File: src/sv/cscd_pkg.sv
// Package of the clock run/set controller: command and field codes, limits,
// the state snapshot and result bundles, and the binary to BCD helper.
// No dependencies.
package cscd_pkg;

	localparam int DIGITS_W = 24;
	localparam int BYTE_W   = 8;
	localparam int CMD_W    = 3;
	localparam int BRIGHT_W = 4;
	localparam int CNT_W    = 7;

	typedef enum logic [CMD_W-1:0] {
		CMD_TICK    = 3'd0,
		CMD_MODE    = 3'd1,
		CMD_INC     = 3'd2,
		CMD_DEC     = 3'd3,
		CMD_REFRESH = 3'd4
	} cmd_t;

	typedef enum logic [2:0] {
		FLD_MONTH  = 3'd0,
		FLD_DAY    = 3'd1,
		FLD_YEAR   = 3'd2,
		FLD_HOUR   = 3'd3,
		FLD_MINUTE = 3'd4
	} field_t;

	typedef enum logic {
		CFG_BLINK_LIMIT     = 1'b0,
		CFG_INTENSITY_START = 1'b1
	} cfg_idx_t;

	localparam logic [BRIGHT_W-1:0] MAX_BRIGHT        = 4'd14;
	localparam logic [BRIGHT_W-1:0] RESET_INTENSITY   = 4'd7;
	localparam logic [BYTE_W-1:0]   RESET_BLINK_LIMIT = 8'd100;
	localparam logic [3:0]          BLANK             = 4'hF;

	localparam logic [CNT_W-1:0] ADJ_MAX    = 7'd99;
	localparam logic [CNT_W-1:0] LIM_MONTH  = 7'd12;
	localparam logic [CNT_W-1:0] LIM_DAY    = 7'd31;
	localparam logic [CNT_W-1:0] LIM_YEAR   = 7'd99;
	localparam logic [CNT_W-1:0] LIM_HOUR   = 7'd23;
	localparam logic [CNT_W-1:0] LIM_MINUTE = 7'd59;
	localparam logic [CNT_W-1:0] NOON       = 7'd12;

	localparam logic [BYTE_W-1:0] HOUR_12H = 8'h40;
	localparam logic [BYTE_W-1:0] HOUR_PM  = 8'h60;

	// State after an event: what the display formatter needs.
	typedef struct packed {
		logic                set_mode;
		field_t              set_field;
		logic                blink_phase;
		logic                commit;
		logic [BRIGHT_W-1:0] brightness;
		logic [BYTE_W-1:0]   seconds;
		logic [BYTE_W-1:0]   minutes;
		logic [BYTE_W-1:0]   hours;
		logic [BYTE_W-1:0]   day;
		logic [BYTE_W-1:0]   month;
		logic [BYTE_W-1:0]   year;
	} view_t;

	typedef struct packed {
		logic [DIGITS_W-1:0] digits;
		logic                am_led;
		logic                pm_led;
		logic [BRIGHT_W-1:0] intensity;
		logic                commit;
		logic [BYTE_W-1:0]   commit_minutes;
		logic [BYTE_W-1:0]   commit_hours;
		logic [BYTE_W-1:0]   commit_day;
		logic [BYTE_W-1:0]   commit_month;
		logic [BYTE_W-1:0]   commit_year;
	} result_t;

	// Binary to BCD for values up to 99; tens by reciprocal multiply (205/2048).
	function automatic logic [BYTE_W-1:0] to_bcd(input logic [CNT_W-1:0] v);
		logic [14:0]      prod;
		logic [3:0]       tens;
		logic [CNT_W-1:0] units;
		prod  = {8'd0, v} * 15'd205;
		tens  = prod[14:11];
		units = v - 7'({3'd0, tens} * 7'd10);
		return {tens, units[3:0]};
	endfunction

endpackage

File: src/sv/cscd_core.sv
// State and next-state logic of the clock run/set controller: mode, field,
// adjust counter, brightness, blink timer and the clock bytes of seconds,
// minutes, hours, day, month and year. Depends on cscd_pkg.
module cscd_core (
	input  logic                          clk,
	input  logic                          arst_n,
	input  logic                          cfg_wen,
	input  logic                          cfg_idx,
	input  logic [cscd_pkg::BYTE_W-1:0]   cfg_wdata,
	input  logic                          step,
	input  logic [cscd_pkg::CMD_W-1:0]    cmd,
	input  logic [cscd_pkg::BYTE_W-1:0]   rtc_seconds,
	input  logic [cscd_pkg::BYTE_W-1:0]   rtc_minutes,
	input  logic [cscd_pkg::BYTE_W-1:0]   rtc_hours,
	input  logic [cscd_pkg::BYTE_W-1:0]   rtc_day,
	input  logic [cscd_pkg::BYTE_W-1:0]   rtc_month_in,
	input  logic [cscd_pkg::BYTE_W-1:0]   rtc_year_in,
	output cscd_pkg::view_t               nxt_view
);
	import cscd_pkg::*;

	logic                set_mode_q, set_mode_d;
	field_t              set_field_q, set_field_d;
	logic [CNT_W-1:0]    adjust_count_q, adjust_count_d;
	logic [BRIGHT_W-1:0] brightness_q, brightness_d;
	logic [BYTE_W-1:0]   blink_ticks_q, blink_ticks_d;
	logic                blink_phase_q, blink_phase_d;
	logic [BYTE_W-1:0]   blink_limit_q;
	logic [BYTE_W-1:0]   sec_q, min_q, hr_q, day_q, mon_q, yr_q;
	logic [BYTE_W-1:0]   sec_d, min_d, hr_d, day_d, mon_d, yr_d;
	logic                commit_d;
	logic [BYTE_W:0]     tick_sum;
	logic [CNT_W-1:0]    clamped;
	logic [CNT_W-1:0]    adj_cmd;
	logic [BRIGHT_W-1:0] cfg_bright;

	assign cfg_bright = (cfg_wdata[BRIGHT_W-1:0] > MAX_BRIGHT) ? MAX_BRIGHT
	                                                          : cfg_wdata[BRIGHT_W-1:0];

	always_comb begin
		set_mode_d    = set_mode_q;
		set_field_d   = set_field_q;
		adj_cmd       = adjust_count_q;
		brightness_d  = brightness_q;
		blink_ticks_d = blink_ticks_q;
		blink_phase_d = blink_phase_q;
		sec_d         = sec_q;
		min_d         = min_q;
		hr_d          = hr_q;
		day_d         = day_q;
		mon_d         = mon_q;
		yr_d          = yr_q;
		commit_d      = 1'b0;
		tick_sum      = {1'b0, blink_ticks_q} + 9'd1;
		clamped       = '0;

		case (cmd_t'(cmd))
			CMD_TICK: begin
				if (tick_sum > {1'b0, blink_limit_q}) begin
					blink_ticks_d = '0;
					blink_phase_d = ~blink_phase_q;
				end else begin
					blink_ticks_d = tick_sum[BYTE_W-1:0];
				end
			end
			CMD_MODE: begin
				if (!set_mode_q) begin
					set_mode_d = 1'b1;
				end else if (set_field_q != FLD_MINUTE) begin
					set_field_d = field_t'(set_field_q + 3'd1);
					adj_cmd     = '0;
				end else begin
					set_mode_d  = 1'b0;
					set_field_d = FLD_MONTH;
					adj_cmd     = '0;
					commit_d    = 1'b1;
				end
			end
			CMD_INC: begin
				if (!set_mode_q) begin
					if (brightness_q < MAX_BRIGHT) brightness_d = brightness_q + 4'd1;
				end else if (adjust_count_q < ADJ_MAX) begin
					adj_cmd = adjust_count_q + 7'd1;
				end
			end
			CMD_DEC: begin
				if (!set_mode_q) begin
					if (brightness_q != '0) brightness_d = brightness_q - 4'd1;
				end else if (adjust_count_q != '0) begin
					adj_cmd = adjust_count_q - 7'd1;
				end
			end
			CMD_REFRESH: begin
				if (!set_mode_q) begin
					sec_d = rtc_seconds;
					min_d = rtc_minutes;
					hr_d  = rtc_hours;
					day_d = rtc_day;
					mon_d = rtc_month_in;
					yr_d  = rtc_year_in;
				end
			end
			default: begin
			end
		endcase

		adjust_count_d = adj_cmd;
		// In set mode clamp the counter to the field and store it as BCD.
		if (set_mode_d) begin
			case (set_field_d)
				FLD_MONTH: begin
					clamped = (adj_cmd > LIM_MONTH) ? LIM_MONTH : adj_cmd;
					mon_d   = to_bcd(clamped) & 8'h1F;
				end
				FLD_DAY: begin
					clamped = (adj_cmd > LIM_DAY) ? LIM_DAY : adj_cmd;
					day_d   = to_bcd(clamped) & 8'h3F;
				end
				FLD_YEAR: begin
					clamped = (adj_cmd > LIM_YEAR) ? LIM_YEAR : adj_cmd;
					yr_d    = to_bcd(clamped);
				end
				FLD_HOUR: begin
					clamped = (adj_cmd > LIM_HOUR) ? LIM_HOUR : adj_cmd;
					if (clamped <= NOON) hr_d = (to_bcd(clamped) & 8'h1F) | HOUR_12H;
					else hr_d = (to_bcd(clamped - NOON) & 8'h1F) | HOUR_PM;
				end
				default: begin
					clamped = (adj_cmd > LIM_MINUTE) ? LIM_MINUTE : adj_cmd;
					min_d   = to_bcd(clamped) & 8'h7F;
				end
			endcase
			adjust_count_d = clamped;
			sec_d          = '0;
		end
	end

	always_ff @(posedge clk or negedge arst_n) begin
		if (!arst_n) begin
			set_mode_q     <= 1'b0;
			set_field_q    <= FLD_MONTH;
			adjust_count_q <= '0;
			brightness_q   <= RESET_INTENSITY;
			blink_ticks_q  <= '0;
			blink_phase_q  <= 1'b0;
			blink_limit_q  <= RESET_BLINK_LIMIT;
			sec_q          <= '0;
			min_q          <= '0;
			hr_q           <= '0;
			day_q          <= '0;
			mon_q          <= '0;
			yr_q           <= '0;
		end else if (cfg_wen) begin
			if (cfg_idx_t'(cfg_idx) == CFG_BLINK_LIMIT) blink_limit_q <= cfg_wdata;
			else brightness_q <= cfg_bright;
		end else if (step) begin
			set_mode_q     <= set_mode_d;
			set_field_q    <= set_field_d;
			adjust_count_q <= adjust_count_d;
			brightness_q   <= brightness_d;
			blink_ticks_q  <= blink_ticks_d;
			blink_phase_q  <= blink_phase_d;
			sec_q          <= sec_d;
			min_q          <= min_d;
			hr_q           <= hr_d;
			day_q          <= day_d;
			mon_q          <= mon_d;
			yr_q           <= yr_d;
		end
	end

	always_comb begin
		nxt_view.set_mode    = set_mode_d;
		nxt_view.set_field   = set_field_d;
		nxt_view.blink_phase = blink_phase_d;
		nxt_view.commit      = commit_d;
		nxt_view.brightness  = brightness_d;
		nxt_view.seconds     = sec_d;
		nxt_view.minutes     = min_d;
		nxt_view.hours       = hr_d;
		nxt_view.day         = day_d;
		nxt_view.month       = mon_d;
		nxt_view.year        = yr_d;
	end

endmodule

File: src/sv/cscd_view.sv
// Display formatter of the clock run/set controller: digits, lamps and the
// commit bytes from the state after an event. Depends on cscd_pkg.
module cscd_view (
	input  cscd_pkg::view_t   v,
	input  logic              show_date,
	output cscd_pkg::result_t r
);
	import cscd_pkg::*;

	logic bl;
	logic date_view;
	logic pm;

	function automatic logic [7:0] pair(input logic [3:0] lo, input logic [3:0] hi,
	                                    input logic blank);
		return blank ? {BLANK, BLANK} : {hi, lo};
	endfunction

	always_comb begin
		bl = v.blink_phase & v.set_mode;
		if (v.set_mode) begin
			date_view = (v.set_field == FLD_MONTH) || (v.set_field == FLD_DAY)
			         || (v.set_field == FLD_YEAR);
			pm        = ~date_view;
		end else begin
			date_view = show_date;
			pm        = v.hours[5];
		end

		if (date_view) begin
			r.digits = {pair(v.month[3:0], {3'd0, v.month[4]}, bl && v.set_field == FLD_MONTH),
			            pair(v.day[3:0], {2'd0, v.day[5:4]}, bl && v.set_field == FLD_DAY),
			            pair(v.year[3:0], v.year[7:4], bl && v.set_field == FLD_YEAR)};
		end else begin
			r.digits = {pair(v.hours[3:0], {3'd0, v.hours[4]}, bl && v.set_field == FLD_HOUR),
			            pair(v.minutes[3:0], {1'b0, v.minutes[6:4]},
			                 bl && v.set_field == FLD_MINUTE),
			            pair(v.seconds[3:0], {1'b0, v.seconds[6:4]}, 1'b0)};
		end

		r.am_led         = ~pm;
		r.pm_led         = pm;
		r.intensity      = v.brightness;
		r.commit         = v.commit;
		r.commit_minutes = v.commit ? v.minutes : '0;
		r.commit_hours   = v.commit ? v.hours   : '0;
		r.commit_day     = v.commit ? v.day     : '0;
		r.commit_month   = v.commit ? v.month   : '0;
		r.commit_year    = v.commit ? v.year    : '0;
	end

endmodule

File: src/sv/clock_set_display_controller.sv
// Run/set controller of a BCD clock with a six-digit display.
// A result beat appears the cycle after its event beat is accepted.
// Throughput: one event per cycle; the result register is the only stage,
// so a new event is taken whenever that register is empty or being drained.
// Reset (arst_n low): run mode, month field, brightness 7, blink limit 100,
// blink timer and all clock bytes cleared, no result pending.
// Depends on cscd_pkg, cscd_core and cscd_view.
module clock_set_display_controller (
	input  logic                               clk,
	input  logic                               arst_n,
	// configuration writes: the user must issue them only while idle; not enforced
	input  logic                               cfg_wen,
	input  logic                               cfg_idx,
	input  logic [cscd_pkg::BYTE_W-1:0]        cfg_wdata,
	// event channel
	input  logic                               in_valid,
	output logic                               in_ready,
	input  logic [cscd_pkg::CMD_W-1:0]         cmd,
	input  logic                               show_date,
	input  logic [cscd_pkg::BYTE_W-1:0]        rtc_seconds,
	input  logic [cscd_pkg::BYTE_W-1:0]        rtc_minutes,
	input  logic [cscd_pkg::BYTE_W-1:0]        rtc_hours,
	input  logic [cscd_pkg::BYTE_W-1:0]        rtc_day,
	input  logic [cscd_pkg::BYTE_W-1:0]        rtc_month_in,
	input  logic [cscd_pkg::BYTE_W-1:0]        rtc_year_in,
	// result channel
	output logic                               out_valid,
	input  logic                               out_ready,
	output logic [cscd_pkg::DIGITS_W-1:0]      digits,
	output logic                               am_led,
	output logic                               pm_led,
	output logic [cscd_pkg::BRIGHT_W-1:0]      intensity,
	output logic                               commit,
	output logic [cscd_pkg::BYTE_W-1:0]        commit_minutes,
	output logic [cscd_pkg::BYTE_W-1:0]        commit_hours,
	output logic [cscd_pkg::BYTE_W-1:0]        commit_day,
	output logic [cscd_pkg::BYTE_W-1:0]        commit_month,
	output logic [cscd_pkg::BYTE_W-1:0]        commit_year
);
	import cscd_pkg::*;

	logic    step;
	view_t   nxt_view;
	result_t res_d;
	result_t res_s1;
	logic    out_valid_q;

	// Take a new event whenever the result register is free or drains now.
	assign in_ready = ~out_valid_q | out_ready;
	assign step     = in_valid & in_ready;

	// State update: the core advances its registers on each accepted beat, but a
	// config write wins; it exposes the post-event state combinationally for formatting.
	cscd_core u_core (
		.clk          (clk),
		.arst_n       (arst_n),
		.cfg_wen      (cfg_wen),
		.cfg_idx      (cfg_idx),
		.cfg_wdata    (cfg_wdata),
		.step         (step),
		.cmd          (cmd),
		.rtc_seconds  (rtc_seconds),
		.rtc_minutes  (rtc_minutes),
		.rtc_hours    (rtc_hours),
		.rtc_day      (rtc_day),
		.rtc_month_in (rtc_month_in),
		.rtc_year_in  (rtc_year_in),
		.nxt_view     (nxt_view)
	);

	// Build digits, lamps and commit bytes from the post-event state.
	cscd_view u_view (
		.v         (nxt_view),
		.show_date (show_date),
		.r         (res_d)
	);

	// Result register: hold the beat until the consumer takes it.
	always_ff @(posedge clk or negedge arst_n) begin
		if (!arst_n) begin
			out_valid_q <= 1'b0;
		end else if (step) begin
			out_valid_q <= 1'b1;
		end else if (out_ready) begin
			out_valid_q <= 1'b0;
		end
	end

	always_ff @(posedge clk) begin
		if (step) begin
			res_s1 <= res_d;
		end
	end

	assign out_valid      = out_valid_q;
	assign digits         = res_s1.digits;
	assign am_led         = res_s1.am_led;
	assign pm_led         = res_s1.pm_led;
	assign intensity      = res_s1.intensity;
	assign commit         = res_s1.commit;
	assign commit_minutes = res_s1.commit_minutes;
	assign commit_hours   = res_s1.commit_hours;
	assign commit_day     = res_s1.commit_day;
	assign commit_month   = res_s1.commit_month;
	assign commit_year    = res_s1.commit_year;

	// An accepted event always leaves a result beat behind.
	a_step_fills: assert property (@(posedge clk) disable iff (!arst_n)
		step |=> out_valid)
		else $error("accepted event left no result beat");

	// A commit always comes after the hour field: 12-hour flag set, minutes bit 7 clear.
	a_commit_hours: assert property (@(posedge clk) disable iff (!arst_n)
		(out_valid && commit) |-> (commit_hours[6] && !commit_minutes[7]))
		else $error("commit hours byte lacks 12-hour flag");

	// Without a commit the write-back bytes read as zero.
	a_commit_zero: assert property (@(posedge clk) disable iff (!arst_n)
		(out_valid && !commit) |-> (commit_minutes == '0 && commit_hours == '0
		&& commit_day == '0 && commit_month == '0 && commit_year == '0))
		else $error("write-back bytes nonzero without commit");

	// Brightness never leaves its range.
	a_bright_range: assert property (@(posedge clk) disable iff (!arst_n)
		out_valid |-> (intensity <= MAX_BRIGHT))
		else $error("intensity above maximum");

	// Exactly one lamp is lit on every result.
	a_one_lamp: assert property (@(posedge clk) disable iff (!arst_n)
		out_valid |-> (am_led != pm_led))
		else $error("lamp outputs not exclusive");

endmodule

File: config.mk
export PLATFORM = sky130hd
export DESIGN_NAME = clock_set_display_controller
export DESIGN_NICKNAME = d
export VERILOG_FILES = /design/src/sv/cscd_pkg.sv /design/src/sv/cscd_core.sv /design/src/sv/cscd_view.sv /design/src/sv/clock_set_display_controller.sv
export SDC_FILE = /design/constraint.sdc
export NUM_CORES = 1
export LEC_CHECK = 0
export ABC_CLOCK_PERIOD_IN_PS = 8300
export BUFFER_PORTS_ARGS = -buffer_cell sky130_fd_sc_hd__buf_2
export CORE_MARGIN = 4
export CORE_UTILIZATION = 35
export CTS_CLUSTER_DIAMETER = 100
export CTS_CLUSTER_SIZE = 28
export DETAILED_ROUTE_END_ITERATION = 8
export GPL_TIMING_DRIVEN = 0
export SLEW_MARGIN = 20
export SYNTH_ARGS = -nofsm -noshare
export SYNTH_HDL_FRONTEND = slang
export SYNTH_HIERARCHICAL = 1
export SYNTH_SLANG_ARGS = --single-unit
File: constraint.sdc
create_clock -name clk -period 8.3 [get_ports clk]
set_clock_uncertainty 0.1 [all_clocks]
set_input_delay 1.66 -clock clk [delete_from_list [all_inputs] [get_ports clk]]
set_output_delay 1.66 -clock clk [all_outputs]
set_load 0.05 [all_outputs]
# After elaboration in Yosys (flattened, before gate mapping)
# Cells that the tools add are included.
# word_totals
word_cells,165
ff_bits,151
output_inout_bits,73
# op_classes
reduce_logical,18
n_lt_le_gt_ge,10
mux,68
n_eq_ne,10
add_sub_neg,13
bitwise,9
multipliers,12
# op_table
op,n
8-bit two-way mux,26
7-bit two-way mux,14
"7-bit by 8-bit multiplier with 15-bit output, second input constant",6
4-bit two-way mux,8
7-bit one-hot mux with 4 select lines,1
"4-bit by 3-bit multiplier with 3-bit output, second input constant",6
24-bit two-way mux,1
4-bit subtractor,6
7-bit one-hot mux with 3 select lines,1
"7-bit by 5-bit > comparator with 1-bit output, second input constant",2
"3-bit by 2-bit == test with 1-bit output, second input constant",4
1-bit two-way mux,12
"8-bit by 1-bit adder with 9-bit output, second input constant",1
9-bit by 8-bit > comparator with 1-bit output,1
3-bit two-way mux,3
4-bit one-hot mux with 2 select lines,1
"7-bit by 1-bit adder with 7-bit output, second input constant",1
"7-bit by 4-bit > comparator with 1-bit output, second input constant",1
"7-bit by 6-bit > comparator with 1-bit output, second input constant",1
"7-bit > comparator, second input constant",1
"7-bit by 4-bit <= comparator with 1-bit output, second input constant",1
"7-bit less-than comparator, second input constant",1
7-bit nonzero test,1
"7-bit by 1-bit subtractor with 7-bit output, second input constant",1
22 further kinds,39

# Depth between registers and ports, before layout
# depth
ltp_word,15
depth_mapped,43
ltp_nobuf,42

# By module
# The synthesis kept the hierarchy.
# modules_own_cells
module,cells_per_inst,n_inst,area_each_um2,seq_area_each_um2
cscd_core,1307,1,11151.9,2009.4
clock_set_display_controller,75,1,2185.8,2157.1
cscd_view,118,1,835.8,0.0

# Worst setup path before layout
# No wires, ideal clock.
# synth_timing
kind,input to register
start,input port cmd[0] (netlist bit)
end,register res_s1 (netlist bit digits[19]) (data pin)
stages,42
t_required_ns,7.945
setup_time_ns,0.255
arrival_time_ns,9.321
slack_ns,-1.376
path_cell_list,clkbuf_1 or3b_1 clkbuf_1 or3_1 and4_1 buf_6 inv_4 nor3_4 nand2_1 nor2_1 ha_1 inv_1 o21ai_0 nand2_1 xnor2_1 inv_1 fa_1 inv_1 [6 not listed] a21o_1 a21o_1 a211oi_1 o211a_1 ha_1 inv_1 fa_1 xor2_1 xnor2_1 xnor2_1 a2111oi_0 o41a_1 a211oi_1 xnor2_1 nor2_1 a211oi_2 a31oi_1 o22a_2
# synth_lines
element,line_no,rtl
start: declaration,clock_set_display_controller.sv:18,"input logic [cscd_pkg::CMD_W-1:0] cmd,"
end signal: assignment,clock_set_display_controller.sv:91,res_s1 <= res_d;
end: declaration,clock_set_display_controller.sv:45,result_t res_s1;

==> summary.txt <==
Worst setup path
  – CP Launch Type: input pin
  – Critical Path AT: 9010 ps
  – Endpoint class of the critical path: register
  – Worst setup path category: input pin to register
  – R2R depth: 41
  – Crit-path max FO: 8
  – Worst endpoint required time: 8390 ps
  – Worst path max stage delay: 510 ps
  – Critical path's slowest cell: fa_1

Placement
  – Port bufs: 135
  – DP HPWL: 32.5 mm
  – RePlAce Congestion: 0.911
  – Placed cell count: 2189

Routing
  – WL/cell: 18.1 um
  – Initial drt markers: 826
  – Final WL: 41.1 mm
  – Antenna viol nets, final: 0
  – Drt pass-1 iters: 6
  – DRC Markers: 0
  – Vias: 12000
  – Avg Vias per Cell: 5.29

Timing
  – Worst slew pin tran: 1050 ps
  – Final worst slack: -617 ps
  – Final Cycle Share: 1.07
  – Top achievable clock speed: 112 MHz
  – Slew headroom: 0.294
  – Worst hold slack: 378 ps
  – RSZ-0062 raised after global routing: true
  – Fin crit period: 8920 ps
  – Fin. Hold Viols: 0
  – Total negative slack: -1930 ps
  – Max-slew violations: 0
  – Final setup fails: 4

Floorplan
  – Die W: 209 um
  – # rows: 73
  – Starting Density: 0.355
  – Die H: 209 um
  – Die Area: 43600 um^2
  – # IOs: 139
  – Placeable Area: 39800 um^2

GRT
  – Overall Global Routing Usage: 0.185
  – Overflow left after global routing: 0
  – Largest net degree at the start of global routing: 75
  – Vias in the first global route: 12200
  – Initial antenna violation count: 0
  – First-pass GRT wire length: 65.5 mm

Status
  – Failing checks: negative setup slack
  – Status: complete, but fails checks

Clock network
  – Clock buffer depth: 2
  – CTS tree: done
  – Total CTS buffers: 17
  – Hold Buf Count CTS: 0
  – Clk sink count: 151
  – Clock root buffer: clkbuf_16
  – Clk_lat worst skew: 430 ps
  – H-tree depth reported by CTS: 4
  – Worst-path clk slew: 60 ps

Finish
  – Fraction of layout cells with a size suffix above 1: 0.212
  – Synthesis-to-layout area growth: 21.1%
  – Nets: 2069
  – Final non-filler cell total: 2267
  – Commonest non-fill, non-tap cell in the layout: ha_1
  – Final Core Density: 0.430
  – Commonest cells after routing, fill and taps aside: ha_1 (210), nand2_1 (194), buf_2 (135), inv_1 (113), dfrtp_1 (74)
  – # diodes: 0
  – Layout fillers: 3896

Hold path
  – WHS Path Cells: 2
  – Worst Hold Class: register to register

Synthesis
  – Mapped Area: 14100 um^2
  – Synthesized area per cell: 9.45 um^2
  – Synth warn: 6
  – Post-synthesis cell count: 1495

Power and ir drop
  – LEAKAGE: 8.14 nW
  – Highest ir drop seen on vdd: 0.264 mV
  – PwrDens: 460 nW/um^2

Run
  – Max_cap viols: 0
==> per-layer routing <==
layer  track usage  vias to the layer above  routed length (um)
met5             0                        -                   0
met4        0.0648                        0                1420
met3        0.0213                       84                2330
met2         0.319                      376               19600
met1         0.242                     5803               17800
li1              -                     5735                   -
==> path summary, 6_finish.rpt <==
| path | end | slack, ps | from |
|---|---|---|---|
| setup / recovery | digits[19]$_DFFE_PP_ | -620 | cmd[0] |
| hold / removal | u_core/min_q[2]$_DFFE_PN0P_ | 380 | u_core/min_q[2]$_DFFE_PN0P_ |
| setup reg to reg | digits[19]$_DFFE_PP_ | -460 | u_core/adjust_count_q[5]$_DFFE_PN0P_ |
| hold reg to reg | u_core/min_q[2]$_DFFE_PN0P_ | 380 | u_core/min_q[2]$_DFFE_PN0P_ |
| max in group asynchronous | u_core/mon_q[3]$_DFFE_PN0P_ | 6360 | arst_n |
| min in group asynchronous | u_core/blink_ticks_q[7]$_DFFE_PN0P_ | 1080 | arst_n |
==> worst max-delay path, delay by kind of cell <==
| family | cells | cell delay [ps] |
|---|---|---|
| AOI/OAI and AO/OA | 12 | 1910 |
| buffers and inverters | 12 | 980 |
| xor gates and xnor gates | 5 | 950 |
| and+or+nand+nor | 7 | 1360 |
| adders and majority gates | 7 | 2130 |
==> stage by stage <==
| step | setup slack (ps) | cell area [um^2] | total power [mW] |
|---|---|---|---|
| after floorplan | -465 | 14400 | 5.16 |
| after global placement | -2100 | 15700 | 6.37 |
| after detailed placement | -2130 | 15800 | 6.49 |
| after CTS | -701 | 16800 | 7.65 |
| after global routing | -979 | 17100 | 8.73 |
| final | -617 | 17100 | 7.87 |
==> layout make-up <==
cell class	instances	area (um^2)	area share
sequential	151	4140	0.242
tap	525	657	0.0384
clock buffer	21	440	0.0257
inverter	129	527	0.0308
buffer	68	352	0.0206
clock inverter	11	124	0.00724
timing repair buffer	187	1150	0.0674
multi-input combinational	1175	9710	0.568
==> what timing repair did <==
| action | CTS | global route |
|---|---|---|
| gates resized for setup | 48 | 44 |
| buffers inserted | 33 | 17 |
| pin swaps | 32 | 42 |
| setup endpoints to repair | 15 | 18 |
==> where the power goes <==
group          switching (mW)  internal, mW  total [mW]
combinational            3.36          2.71        6.08
clock                   0.312         0.443       0.755
sequential             0.0862         0.956        1.04
total                    3.76          4.11        7.87
==> registers in the layout, summed over array words and instances, names as in the netlist, 8 cells and up <==
signal                cells
commit_hours              8
commit_day                8
u_core/hr_q               8
u_core/min_q              8
u_core/yr_q               8
u_core/mon_q              8
commit_minutes            8
u_core/blink_ticks_q      8
digits                   24
commit_year               8
u_core/day_q              8
u_core/blink_limit_q      8
commit_month              8
Note: power is estimated with default switching activity, not from simulation.
